[src/design/ppmp_pkg.sv]
// Shared types, codes and constants for the pad poller with multitap.
// Used by every module of the poller; depends on nothing.
package ppmp_pkg;

    localparam int PAD_COUNT_DEF = 4;
    localparam int STATE_BYTES   = 6;

    localparam logic KIND_START = 1'b0;
    localparam logic KIND_BYTE  = 1'b1;

    localparam logic RESULT_CMD    = 1'b0;
    localparam logic RESULT_REPORT = 1'b1;

    localparam logic [1:0] FRAME_CONT = 2'd0;
    localparam logic [1:0] FRAME_NEW  = 2'd1;
    localparam logic [1:0] FRAME_DONE = 2'd2;

    localparam logic [7:0] CMD_NONE  = 8'h00;
    localparam logic [7:0] CMD_START = 8'h01;
    localparam logic [7:0] CMD_POLL  = 8'h42;
    localparam logic [7:0] CMD_MTAP  = 8'h01;

    localparam logic [7:0] TYPE_DIGITAL = 8'h41;
    localparam logic [7:0] TYPE_ANALOG  = 8'h73;
    localparam logic [7:0] TYPE_ANAGRN  = 8'h53;
    localparam logic [7:0] MTAP_ID      = 8'h80;
    localparam logic [7:0] AXIS_CENTRE  = 8'd127;

    localparam logic [5:0] FRAME1_LEN  = 6'd9;
    localparam logic [5:0] FRAME2_HEAD = 6'd3;

    localparam logic [3:0] HAT_CENTRE     = 4'd0;
    localparam logic [3:0] HAT_UP         = 4'd1;
    localparam logic [3:0] HAT_UP_RIGHT   = 4'd2;
    localparam logic [3:0] HAT_RIGHT      = 4'd3;
    localparam logic [3:0] HAT_DOWN_RIGHT = 4'd4;
    localparam logic [3:0] HAT_DOWN       = 4'd5;
    localparam logic [3:0] HAT_DOWN_LEFT  = 4'd6;
    localparam logic [3:0] HAT_LEFT       = 4'd7;
    localparam logic [3:0] HAT_UP_LEFT    = 4'd8;

    typedef logic [STATE_BYTES-1:0][7:0] pad_bytes_t;

    localparam pad_bytes_t BYTES_RESET = '{8'd127, 8'd127, 8'd127, 8'd127, 8'd0, 8'd0};

    typedef struct packed {
        logic       kind;
        logic [7:0] rx_byte;
    } item_t;

    typedef struct packed {
        logic        result_kind;
        logic [7:0]  cmd_byte;
        logic [1:0]  frame_ctl;
        logic [1:0]  pad_index;
        logic [11:0] buttons;
        logic        menu;
        logic [3:0]  hat;
        logic [7:0]  left_x;
        logic [7:0]  left_y;
        logic [7:0]  right_x;
        logic [7:0]  right_y;
        logic        last;
    } result_t;

    typedef struct packed {
        logic       wr_en;
        logic       scan_en;
        logic [1:0] pad;
        logic [2:0] off;
        logic [7:0] data;
    } store_cmd_t;

endpackage

[src/design/ppmp_report_fmt.sv]
// Report formatter: maps one pad's stored bytes to buttons, menu, hat and axes.
// Depends on ppmp_pkg.
module ppmp_report_fmt
(
    input  ppmp_pkg::pad_bytes_t bytes,
    input  logic [1:0]           pad,
    output ppmp_pkg::result_t    report
);

    logic [15:0] w;
    logic        menu_hit;

    assign w        = {bytes[1], bytes[0]};
    assign menu_hit = w[3] & w[0];

    always_comb
    begin
        report             = '0;
        report.result_kind = ppmp_pkg::RESULT_REPORT;
        report.pad_index   = pad;
        report.menu        = menu_hit;
        if (!menu_hit)
        begin
            report.buttons = {w[1], w[2], w[0], w[3], w[8], w[10],
                              w[9], w[11], w[12], w[15], w[14], w[13]};
        end
        if (w[6])
        begin
            report.hat = w[5] ? ppmp_pkg::HAT_DOWN_RIGHT :
                         (w[7] ? ppmp_pkg::HAT_DOWN_LEFT : ppmp_pkg::HAT_DOWN);
        end
        else if (w[4])
        begin
            report.hat = w[5] ? ppmp_pkg::HAT_UP_RIGHT :
                         (w[7] ? ppmp_pkg::HAT_UP_LEFT : ppmp_pkg::HAT_UP);
        end
        else if (w[5])
        begin
            report.hat = ppmp_pkg::HAT_RIGHT;
        end
        else if (w[7])
        begin
            report.hat = ppmp_pkg::HAT_LEFT;
        end
        else
        begin
            report.hat = ppmp_pkg::HAT_CENTRE;
        end
        report.left_x  = bytes[4];
        report.left_y  = bytes[5];
        report.right_x = bytes[2];
        report.right_y = bytes[3];
    end

endmodule

[src/design/ppmp_pad_store.sv]
// Per-pad storage of type, current bytes and last reported bytes, with the
// shared axis-forcing and compare unit that the end-of-poll scan steps through.
// Depends on ppmp_pkg.
module ppmp_pad_store #(
    parameter int PAD_COUNT = ppmp_pkg::PAD_COUNT_DEF
)
(
    input  logic                  clk,
    input  logic                  rst_n,
    input  ppmp_pkg::store_cmd_t  cmd,
    output ppmp_pkg::pad_bytes_t  rd_bytes,
    output logic                  scan_hit
);

    localparam int PAD_W = (PAD_COUNT > 1) ? $clog2(PAD_COUNT) : 1;

    logic [7:0]           type_reg  [PAD_COUNT];
    ppmp_pkg::pad_bytes_t bytes_reg [PAD_COUNT];
    ppmp_pkg::pad_bytes_t rep_reg   [PAD_COUNT];

    logic [PAD_W-1:0]     sel;
    logic                 in_range;
    logic [7:0]           typ;
    logic                 analog;
    ppmp_pkg::pad_bytes_t forced;
    logic [2:0]           slot;

    assign sel      = cmd.pad[PAD_W-1:0];
    assign in_range = ({1'b0, cmd.pad} < 3'(PAD_COUNT));
    assign typ      = type_reg[sel];
    assign analog   = (typ == ppmp_pkg::TYPE_ANALOG) || (typ == ppmp_pkg::TYPE_ANAGRN);
    assign rd_bytes = bytes_reg[sel];
    assign slot     = 3'(cmd.off - 3'd2);

    always_comb
    begin
        forced = bytes_reg[sel];
        if (!analog)
        begin
            for (int j = 2; j < ppmp_pkg::STATE_BYTES; j++)
            begin
                forced[j] = ppmp_pkg::AXIS_CENTRE;
            end
        end
        scan_hit = (analog || (typ == ppmp_pkg::TYPE_DIGITAL)) && (forced != rep_reg[sel]);
    end

    always_ff @(posedge clk or negedge rst_n)
    begin
        if (!rst_n)
        begin
            for (int p = 0; p < PAD_COUNT; p++)
            begin
                type_reg[p]  <= '0;
                bytes_reg[p] <= ppmp_pkg::BYTES_RESET;
                rep_reg[p]   <= ppmp_pkg::BYTES_RESET;
            end
        end
        else if (cmd.wr_en && in_range)
        begin
            if (cmd.off == 3'd0)
            begin
                type_reg[sel] <= cmd.data;
            end
            else if ((cmd.off == 3'd2) || (cmd.off == 3'd3))
            begin
                bytes_reg[sel][slot] <= ~cmd.data;
            end
            else if (cmd.off >= 3'd4)
            begin
                bytes_reg[sel][slot] <= cmd.data;
            end
        end
        else if (cmd.scan_en)
        begin
            bytes_reg[sel] <= forced;
            if (scan_hit)
            begin
                rep_reg[sel] <= forced;
            end
        end
    end

endmodule

[src/design/psx_pad_multitap_poller_core.sv]
// Pad poller with multitap: one input word is taken at a time and the input stays stalled
// until its last word is in the output register. A command word is loaded in S_STEP after
// acceptance, once the output is free. A poll-ending byte passes S_STEP, then S_SCAN steps
// through every pad on the shared compare unit; the finish word is loaded in S_HEAD, then
// S_REP loads the reports in pad order, skipping the pads that the scan did not mark.
// Reset (asynchronous, active low) idles the sequencer, pads type 0.
module psx_pad_multitap_poller_core #(
    parameter int PAD_COUNT = ppmp_pkg::PAD_COUNT_DEF
)
(
    input  logic              clk,
    input  logic              rst_n,
    input  logic              item_valid,
    output logic              item_stall,
    input  ppmp_pkg::item_t   item,
    output logic              result_valid,
    input  logic              result_stall,
    output ppmp_pkg::result_t result
);

    localparam int         PAD_W      = (PAD_COUNT > 1) ? $clog2(PAD_COUNT) : 1;
    localparam logic [5:0] FRAME2_LEN = 6'(ppmp_pkg::FRAME2_HEAD + 8 * PAD_COUNT);

    typedef enum logic [2:0] {S_IDLE, S_STEP, S_SCAN, S_HEAD, S_REP} state_t;

    state_t                 state_reg, state_next;
    ppmp_pkg::item_t        item_reg, item_next;
    logic [5:0]             seq_reg, seq_next;
    logic                   second_reg, second_next;
    logic                   mtap_reg, mtap_next;
    logic [PAD_W-1:0]       pad_cnt_reg, pad_cnt_next;
    logic [PAD_COUNT-1:0]   mask_reg, mask_next;
    logic                   out_valid_reg, out_valid_next;
    ppmp_pkg::result_t      out_reg, out_next;

    ppmp_pkg::store_cmd_t   store_cmd;
    ppmp_pkg::pad_bytes_t   rd_bytes;
    logic                   scan_hit;
    ppmp_pkg::result_t      report;
    logic                   out_free;
    logic [5:0]             idx;
    logic [5:0]             k;

    function automatic ppmp_pkg::result_t mk_cmd(logic [7:0] cmd, logic [1:0] ctl, logic last);
        ppmp_pkg::result_t r;
        r             = '0;
        r.result_kind = ppmp_pkg::RESULT_CMD;
        r.cmd_byte    = cmd;
        r.frame_ctl   = ctl;
        r.last        = last;
        return r;
    endfunction

    ppmp_pad_store #(.PAD_COUNT(PAD_COUNT)) u_store
    (
        .clk      (clk),
        .rst_n    (rst_n),
        .cmd      (store_cmd),
        .rd_bytes (rd_bytes),
        .scan_hit (scan_hit)
    );

    ppmp_report_fmt u_fmt
    (
        .bytes  (rd_bytes),
        .pad    (2'(pad_cnt_reg)),
        .report (report)
    );

    assign out_free     = !out_valid_reg || !result_stall;
    assign idx          = seq_reg - 6'd1;
    assign k            = seq_reg - 6'd4;
    assign item_stall   = (state_reg != S_IDLE);
    assign result_valid = out_valid_reg;
    assign result       = out_reg;

    always_comb
    begin
        logic [PAD_COUNT-1:0] rest;
        state_next     = state_reg;
        item_next      = item_reg;
        seq_next       = seq_reg;
        second_next    = second_reg;
        mtap_next      = mtap_reg;
        pad_cnt_next   = pad_cnt_reg;
        mask_next      = mask_reg;
        out_valid_next = out_valid_reg && result_stall;
        out_next       = out_reg;
        store_cmd      = '0;
        store_cmd.pad  = 2'(pad_cnt_reg);
        store_cmd.data = item_reg.rx_byte;
        rest           = mask_reg;
        rest[pad_cnt_reg] = 1'b0;

        unique case (state_reg)
            S_IDLE:
            begin
                if (item_valid)
                begin
                    item_next  = item;
                    state_next = S_STEP;
                end
            end
            S_STEP:
            begin
                if (out_free)
                begin
                    state_next = S_IDLE;
                    if (item_reg.kind == ppmp_pkg::KIND_START)
                    begin
                        seq_next       = 6'd1;
                        second_next    = 1'b0;
                        out_valid_next = 1'b1;
                        out_next       = mk_cmd(ppmp_pkg::CMD_START, ppmp_pkg::FRAME_CONT, 1'b1);
                    end
                    else if (seq_reg == 6'd0)
                    begin
                        state_next = S_IDLE;
                    end
                    else if (!second_reg)
                    begin
                        store_cmd.wr_en = (idx == 6'd1) || (idx >= 6'd3);
                        store_cmd.pad   = 2'd0;
                        store_cmd.off   = (idx == 6'd1) ? 3'd0 : 3'(idx - 6'd1);
                        out_valid_next  = 1'b1;
                        if (seq_reg >= ppmp_pkg::FRAME1_LEN)
                        begin
                            second_next = 1'b1;
                            seq_next    = 6'd1;
                            out_next    = mk_cmd(ppmp_pkg::CMD_START, ppmp_pkg::FRAME_NEW, 1'b1);
                        end
                        else
                        begin
                            seq_next = seq_reg + 6'd1;
                            out_next = mk_cmd((seq_reg == 6'd1) ? ppmp_pkg::CMD_POLL :
                                              ((seq_reg == 6'd2) ? ppmp_pkg::CMD_MTAP :
                                               ppmp_pkg::CMD_NONE),
                                              ppmp_pkg::FRAME_CONT, 1'b1);
                        end
                    end
                    else
                    begin
                        if (idx == 6'd1)
                        begin
                            mtap_next = (item_reg.rx_byte == ppmp_pkg::MTAP_ID);
                        end
                        store_cmd.wr_en = (idx >= 6'd3);
                        store_cmd.pad   = k[4:3];
                        store_cmd.off   = k[2:0];
                        if (((seq_reg >= ppmp_pkg::FRAME2_HEAD) && !mtap_reg) ||
                            (seq_reg >= FRAME2_LEN))
                        begin
                            seq_next     = 6'd0;
                            second_next  = 1'b0;
                            pad_cnt_next = '0;
                            state_next   = S_SCAN;
                        end
                        else
                        begin
                            seq_next       = seq_reg + 6'd1;
                            out_valid_next = 1'b1;
                            out_next       = mk_cmd((seq_reg == 6'd1) ? ppmp_pkg::CMD_POLL :
                                                    ppmp_pkg::CMD_NONE,
                                                    ppmp_pkg::FRAME_CONT, 1'b1);
                        end
                    end
                end
            end
            S_SCAN:
            begin
                store_cmd.scan_en      = 1'b1;
                mask_next[pad_cnt_reg] = scan_hit;
                if (pad_cnt_reg == PAD_W'(PAD_COUNT - 1))
                begin
                    state_next = S_HEAD;
                end
                else
                begin
                    pad_cnt_next = pad_cnt_reg + 1'b1;
                end
            end
            S_HEAD:
            begin
                if (out_free)
                begin
                    out_valid_next = 1'b1;
                    out_next       = mk_cmd(ppmp_pkg::CMD_NONE, ppmp_pkg::FRAME_DONE,
                                            (mask_reg == '0));
                    pad_cnt_next   = '0;
                    state_next     = (mask_reg == '0) ? S_IDLE : S_REP;
                end
            end
            S_REP:
            begin
                if (!mask_reg[pad_cnt_reg])
                begin
                    pad_cnt_next = pad_cnt_reg + 1'b1;
                end
                else if (out_free)
                begin
                    out_valid_next = 1'b1;
                    out_next       = report;
                    out_next.last  = (rest == '0);
                    mask_next      = rest;
                    pad_cnt_next   = pad_cnt_reg + 1'b1;
                    if (rest == '0)
                    begin
                        state_next = S_IDLE;
                    end
                end
            end
            default:
            begin
                state_next = S_IDLE;
            end
        endcase
    end

    always_ff @(posedge clk or negedge rst_n)
    begin
        if (!rst_n)
        begin
            state_reg     <= S_IDLE;
            item_reg      <= '0;
            seq_reg       <= '0;
            second_reg    <= 1'b0;
            mtap_reg      <= 1'b0;
            pad_cnt_reg   <= '0;
            mask_reg      <= '0;
            out_valid_reg <= 1'b0;
            out_reg       <= '0;
        end
        else
        begin
            state_reg     <= state_next;
            item_reg      <= item_next;
            seq_reg       <= seq_next;
            second_reg    <= second_next;
            mtap_reg      <= mtap_next;
            pad_cnt_reg   <= pad_cnt_next;
            mask_reg      <= mask_next;
            out_valid_reg <= out_valid_next;
            out_reg       <= out_next;
        end
    end

endmodule

[config.mk]
export PLATFORM = sky130hd
export DESIGN_NAME = psx_pad_multitap_poller_core
export DESIGN_NICKNAME = d
export VERILOG_FILES = /design/src/design/ppmp_pkg.sv /design/src/design/ppmp_report_fmt.sv /design/src/design/ppmp_pad_store.sv /design/src/design/psx_pad_multitap_poller_core.sv
export SDC_FILE = /design/constraint.sdc
export NUM_CORES = 1
export LEC_CHECK = 0
export BUFFER_PORTS_ARGS = -buffer_cell sky130_fd_sc_hd__buf_2
export CAP_MARGIN = 20
export CORE_ASPECT_RATIO = 2
export CORE_UTILIZATION = 35
export DETAILED_ROUTE_END_ITERATION = 8
export GPL_ROUTABILITY_DRIVEN = 0
export PLACE_DENSITY = 0.61
export SYNTH_ARGS = -nofsm -noshare
export SYNTH_HDL_FRONTEND = slang
export SYNTH_SLANG_ARGS = --single-unit
[constraint.sdc]
create_clock -name clk -period 6.1 [get_ports clk]
set_input_delay 0.61 -clock clk [delete_from_list [all_inputs] [get_ports clk]]
set_output_delay 0.61 -clock clk [all_outputs]
set_load 0.1 [all_outputs]
==> key figures <==
Routing
  – DR WL met2: 52,500 um
  – Antenna viol nets, final: 0
  – DRT Pass-1 Iters: 9
  – DR WL met3: 8430 um
  – Starting DRT DRC Count: 2,409
  – Vias/cell: 6.24
  – WL/cell: 29.6 um
  – Post-route DRC: 0
  – Max Used Layer: met5
  – M1 wire length: 34,700 um
  – Via count: 22,700
  – Post-Route WL: 108,000 um

STA
  – Post-route setup slack: 169 ps
  – Setup tns final: 0 ps
  – Final Cycle Share: 97.2%
  – Slew Viols, Final: 0
  – Worst hold margin: -7.39 ps
  – Fin. Hold Viols: 2
  – Relative slew slack: 18.0%
  – Fmax: 169 MHz
  – Crit path time final: 5930 ps
  – Max Clock Skew: 37.3 ps
  – Unrepaired setup endpoints after global routing: false
  – Worst-Margin Slew: 1220 ps
  – # setup viols final: 0

Clocking
  – # clock sinks: 500
  – CTS tree: yes
  – Clock latency on the worst-skew pair: 630 ps
  – Largest buffer count on any clock path: 3
  – Hold buffers post-CTS: 0
  – CTS clk-pin slew, worst paths: 80 ps
  – Clock root buffer: clkbuf_16
  – Total CTS buffers: 46
  – Htree depth: 2

Cells and area
  – # fillers: 7,205
  – Fin util: 40.0%
  – Final-stage net count: 2,700
  – Final std cells w/o fill: 3,641
  – Share of layout cells above drive strength 1: 24.1%
  – Final instance area: 29,500 um^2
  – Area grow syn2layout: 13.3%
  – Most frequent cells in the layout: nand2_1, dfrtp_1, o21ai_0, dfstp_2, a22oi_1
  – Most common cell after layout, fill and taps aside: nand2_1

GRT
  – Number of antenna violations at the first check in global routing: 7
  – Global Route Usage Sum: 28.3%
  – Vias in the first global route: 23,000
  – GRT overflow: 0
  – Largest net degree at the start of global routing: 150
  – First-pass GRT wire length: 157,000 um

Yosys
  – Adder-Cell Fraction of Synth Area: 0.712%
  – Mux cell area share after synthesis: 9.83%
  – Cell taking the most area after synthesis: dfrtp_1
  – Cells after Synth: 2,617
  – YS warnings: 0
  – Post-synth ARST share: 100%
  – Synth top area share: 26.6%
  – Synth unique cells: 77
  – Post-Synth Simple-Gate Area: 11.7%
  – Post-Synth XOR/XNOR Area: 2.46%
  – Register area share after synthesis: 49.2%
  – Post-synth EDFFs: 0
  – Synthesized flop and latch total: 500
  – Post-synthesis area per instance: 9.94 um^2
  – Largest family of logic cells by synthesized area: compound AO/OA/AOI/OAI gates
  – Post-synth top flop: dfrtp_1
  – Compound-Gate Fraction of Synth Area: 21.8%
  – Largest cells by area after synthesis: dfrtp_1, dfstp_2, nand2_1
  – Syn Std Cell Area: 26,000 um^2

Critical path
  – CP endpoint kind: register
  – Critical path class: reg -> reg
  – Crit path max fanout: 16
  – Critical Path Source Type: register
  – CP required: 6620 ps
  – Worst R2R Setup Slack: 170 ps
  – Worst Path Arrival: 6450 ps
  – FF-to-FF path depth: 17
  – Crit Reg-Reg Endpoint: u_store.rep_reg[137]
  – R2r startpoint: seq_reg[2]

Floorplan
  – Core box area: 73,700 um^2
  – Initial core utilization: 35.3%
  – Die H: 388 um
  – Total die area: 75,500 um^2
  – FP Rows: 141
  – Die width: 195 um
  – Num ports: 78

Power and ir drop
  – Leak: 12.1 nW
  – Max VDD drop: 0.222 mV
  – Power per Cell Area: 386 nW/um^2
  – Total power: 11.4 mW

Run status
  – Outcome: finished with violations
  – Violated checks: hold timing

Place
  – Post-DP Area: 27,900 um^2
  – Post-Place Worst Slack: 96.7 ps
  – I/O Buffers: 72
  – Dpl cells: 3,542
  – Hpwl dp: 74,600 um

Flow run
  – Max Cap Viol: 0

Worst hold path
  – Worst Hold Class: in -> async
-- logic make-up after synthesis --
logic type / after synthesis
compound gates: 830
xor+xnor: 73
fa+ha+maj: 15
buf+inv: 264
flops: 500
mux: 239
other cells: 1
simple gates: 695
-- per-layer routing --
metal  vias up  global-route usage, %
li1       9637                      -
met1     11300                   28.6
met2      1277                   48.3
met3       509                   6.49
met4         8                   25.6
met5         -                      0
-- report_power, final --
| group | internal, mW | switching [mW] | leakage (nW) |
|---|---|---|---|
| Combinational | 1.22 | 2.90 | 5.29 |
| Sequential | 3.85 | 0.471 | 6.10 |
| Clock | 1.56 | 1.38 | 0.717 |
| Total | 6.63 | 4.76 | 12.1 |
-- final cells by class --
class	count	area, um^2	area share (%)
repair buffers	196	1530	5.20
clock inverters	14	121	0.412
well taps	929	1160	3.94
inverters	69	259	0.879
flip-flops and latches	500	12800	43.4
diodes	2	5.00	0.0170
clock buffers	71	1340	4.53
multi-input cells	1860	12300	41.6
-- Yosys cell counts (4+ instances only) --
cell / count
a211oi_1: 8
a21o_1: 4
a21oi_1: 54
a222oi_1: 8
a22o_1: 73
a22oi_1: 139
a31o_2: 4
a31oi_1: 31
and3_1: 8
buf_1: 25
buf_2: 33
buf_4: 13
clkbuf_1: 120
dfrtp_1: 276
dfstp_2: 224
ha_1: 14
inv_1: 69
mux2_2: 122
mux2i_1: 116
nand2_1: 454
nand2b_1: 15
nand3_1: 27
nand4_1: 20
nand4b_1: 5
nor2_1: 78
nor2_2: 4
nor2b_1: 9
nor3_1: 16
nor4_1: 18
nor4bb_1: 4
o211ai_1: 12
o21a_1: 5
o21ai_0: 247
o21ai_1: 16
o22a_1: 116
o22ai_1: 75
o31ai_1: 6
or2_2: 5
or3_1: 11
xnor2_1: 51
xor2_1: 22
-- worst max-delay path, cell delays in order (launching register included) --
cell and delay [ps]:
dfrtp_1 450, inv_1 150, ha_1 320, and4bb_2 340, o41ai_4 410, and2_4 410
buf_4 290, mux2i_1 530, mux2i_2 320, nand2_1 150, nand4_1 150, a2111oi_1 570
nand4_1 280, o41ai_4 400, buf_4 330, nor2_2 270, buf_12 230, o22a_1 200
-- worst max path at each step --
stage | startpoint | endpoint | slack, ps | cells after the start
2_1_floorplan | result_valid | u_store.rep_reg[147] | 1170 | 16
3_3_place_gp | seq_reg[2] | u_store.rep_reg[87] | 230 | 18
3_5_place_dp | seq_reg[2] | u_store.rep_reg[68] | 100 | 18
4_1_cts | seq_reg[2] | u_store.rep_reg[68] | 50 | 18
5_1_grt | seq_reg[2] | u_store.rep_reg[123] | 80 | 17
6_report | seq_reg[2] | u_store.rep_reg[137] | 170 | 17
-- repair_timing --
action | in CTS | in global routing
resized for setup | 0 | 1
buffers inserted | 0 | 5
setup endpoints to repair | 0 | 154
(Power assumes the default switching activity.)
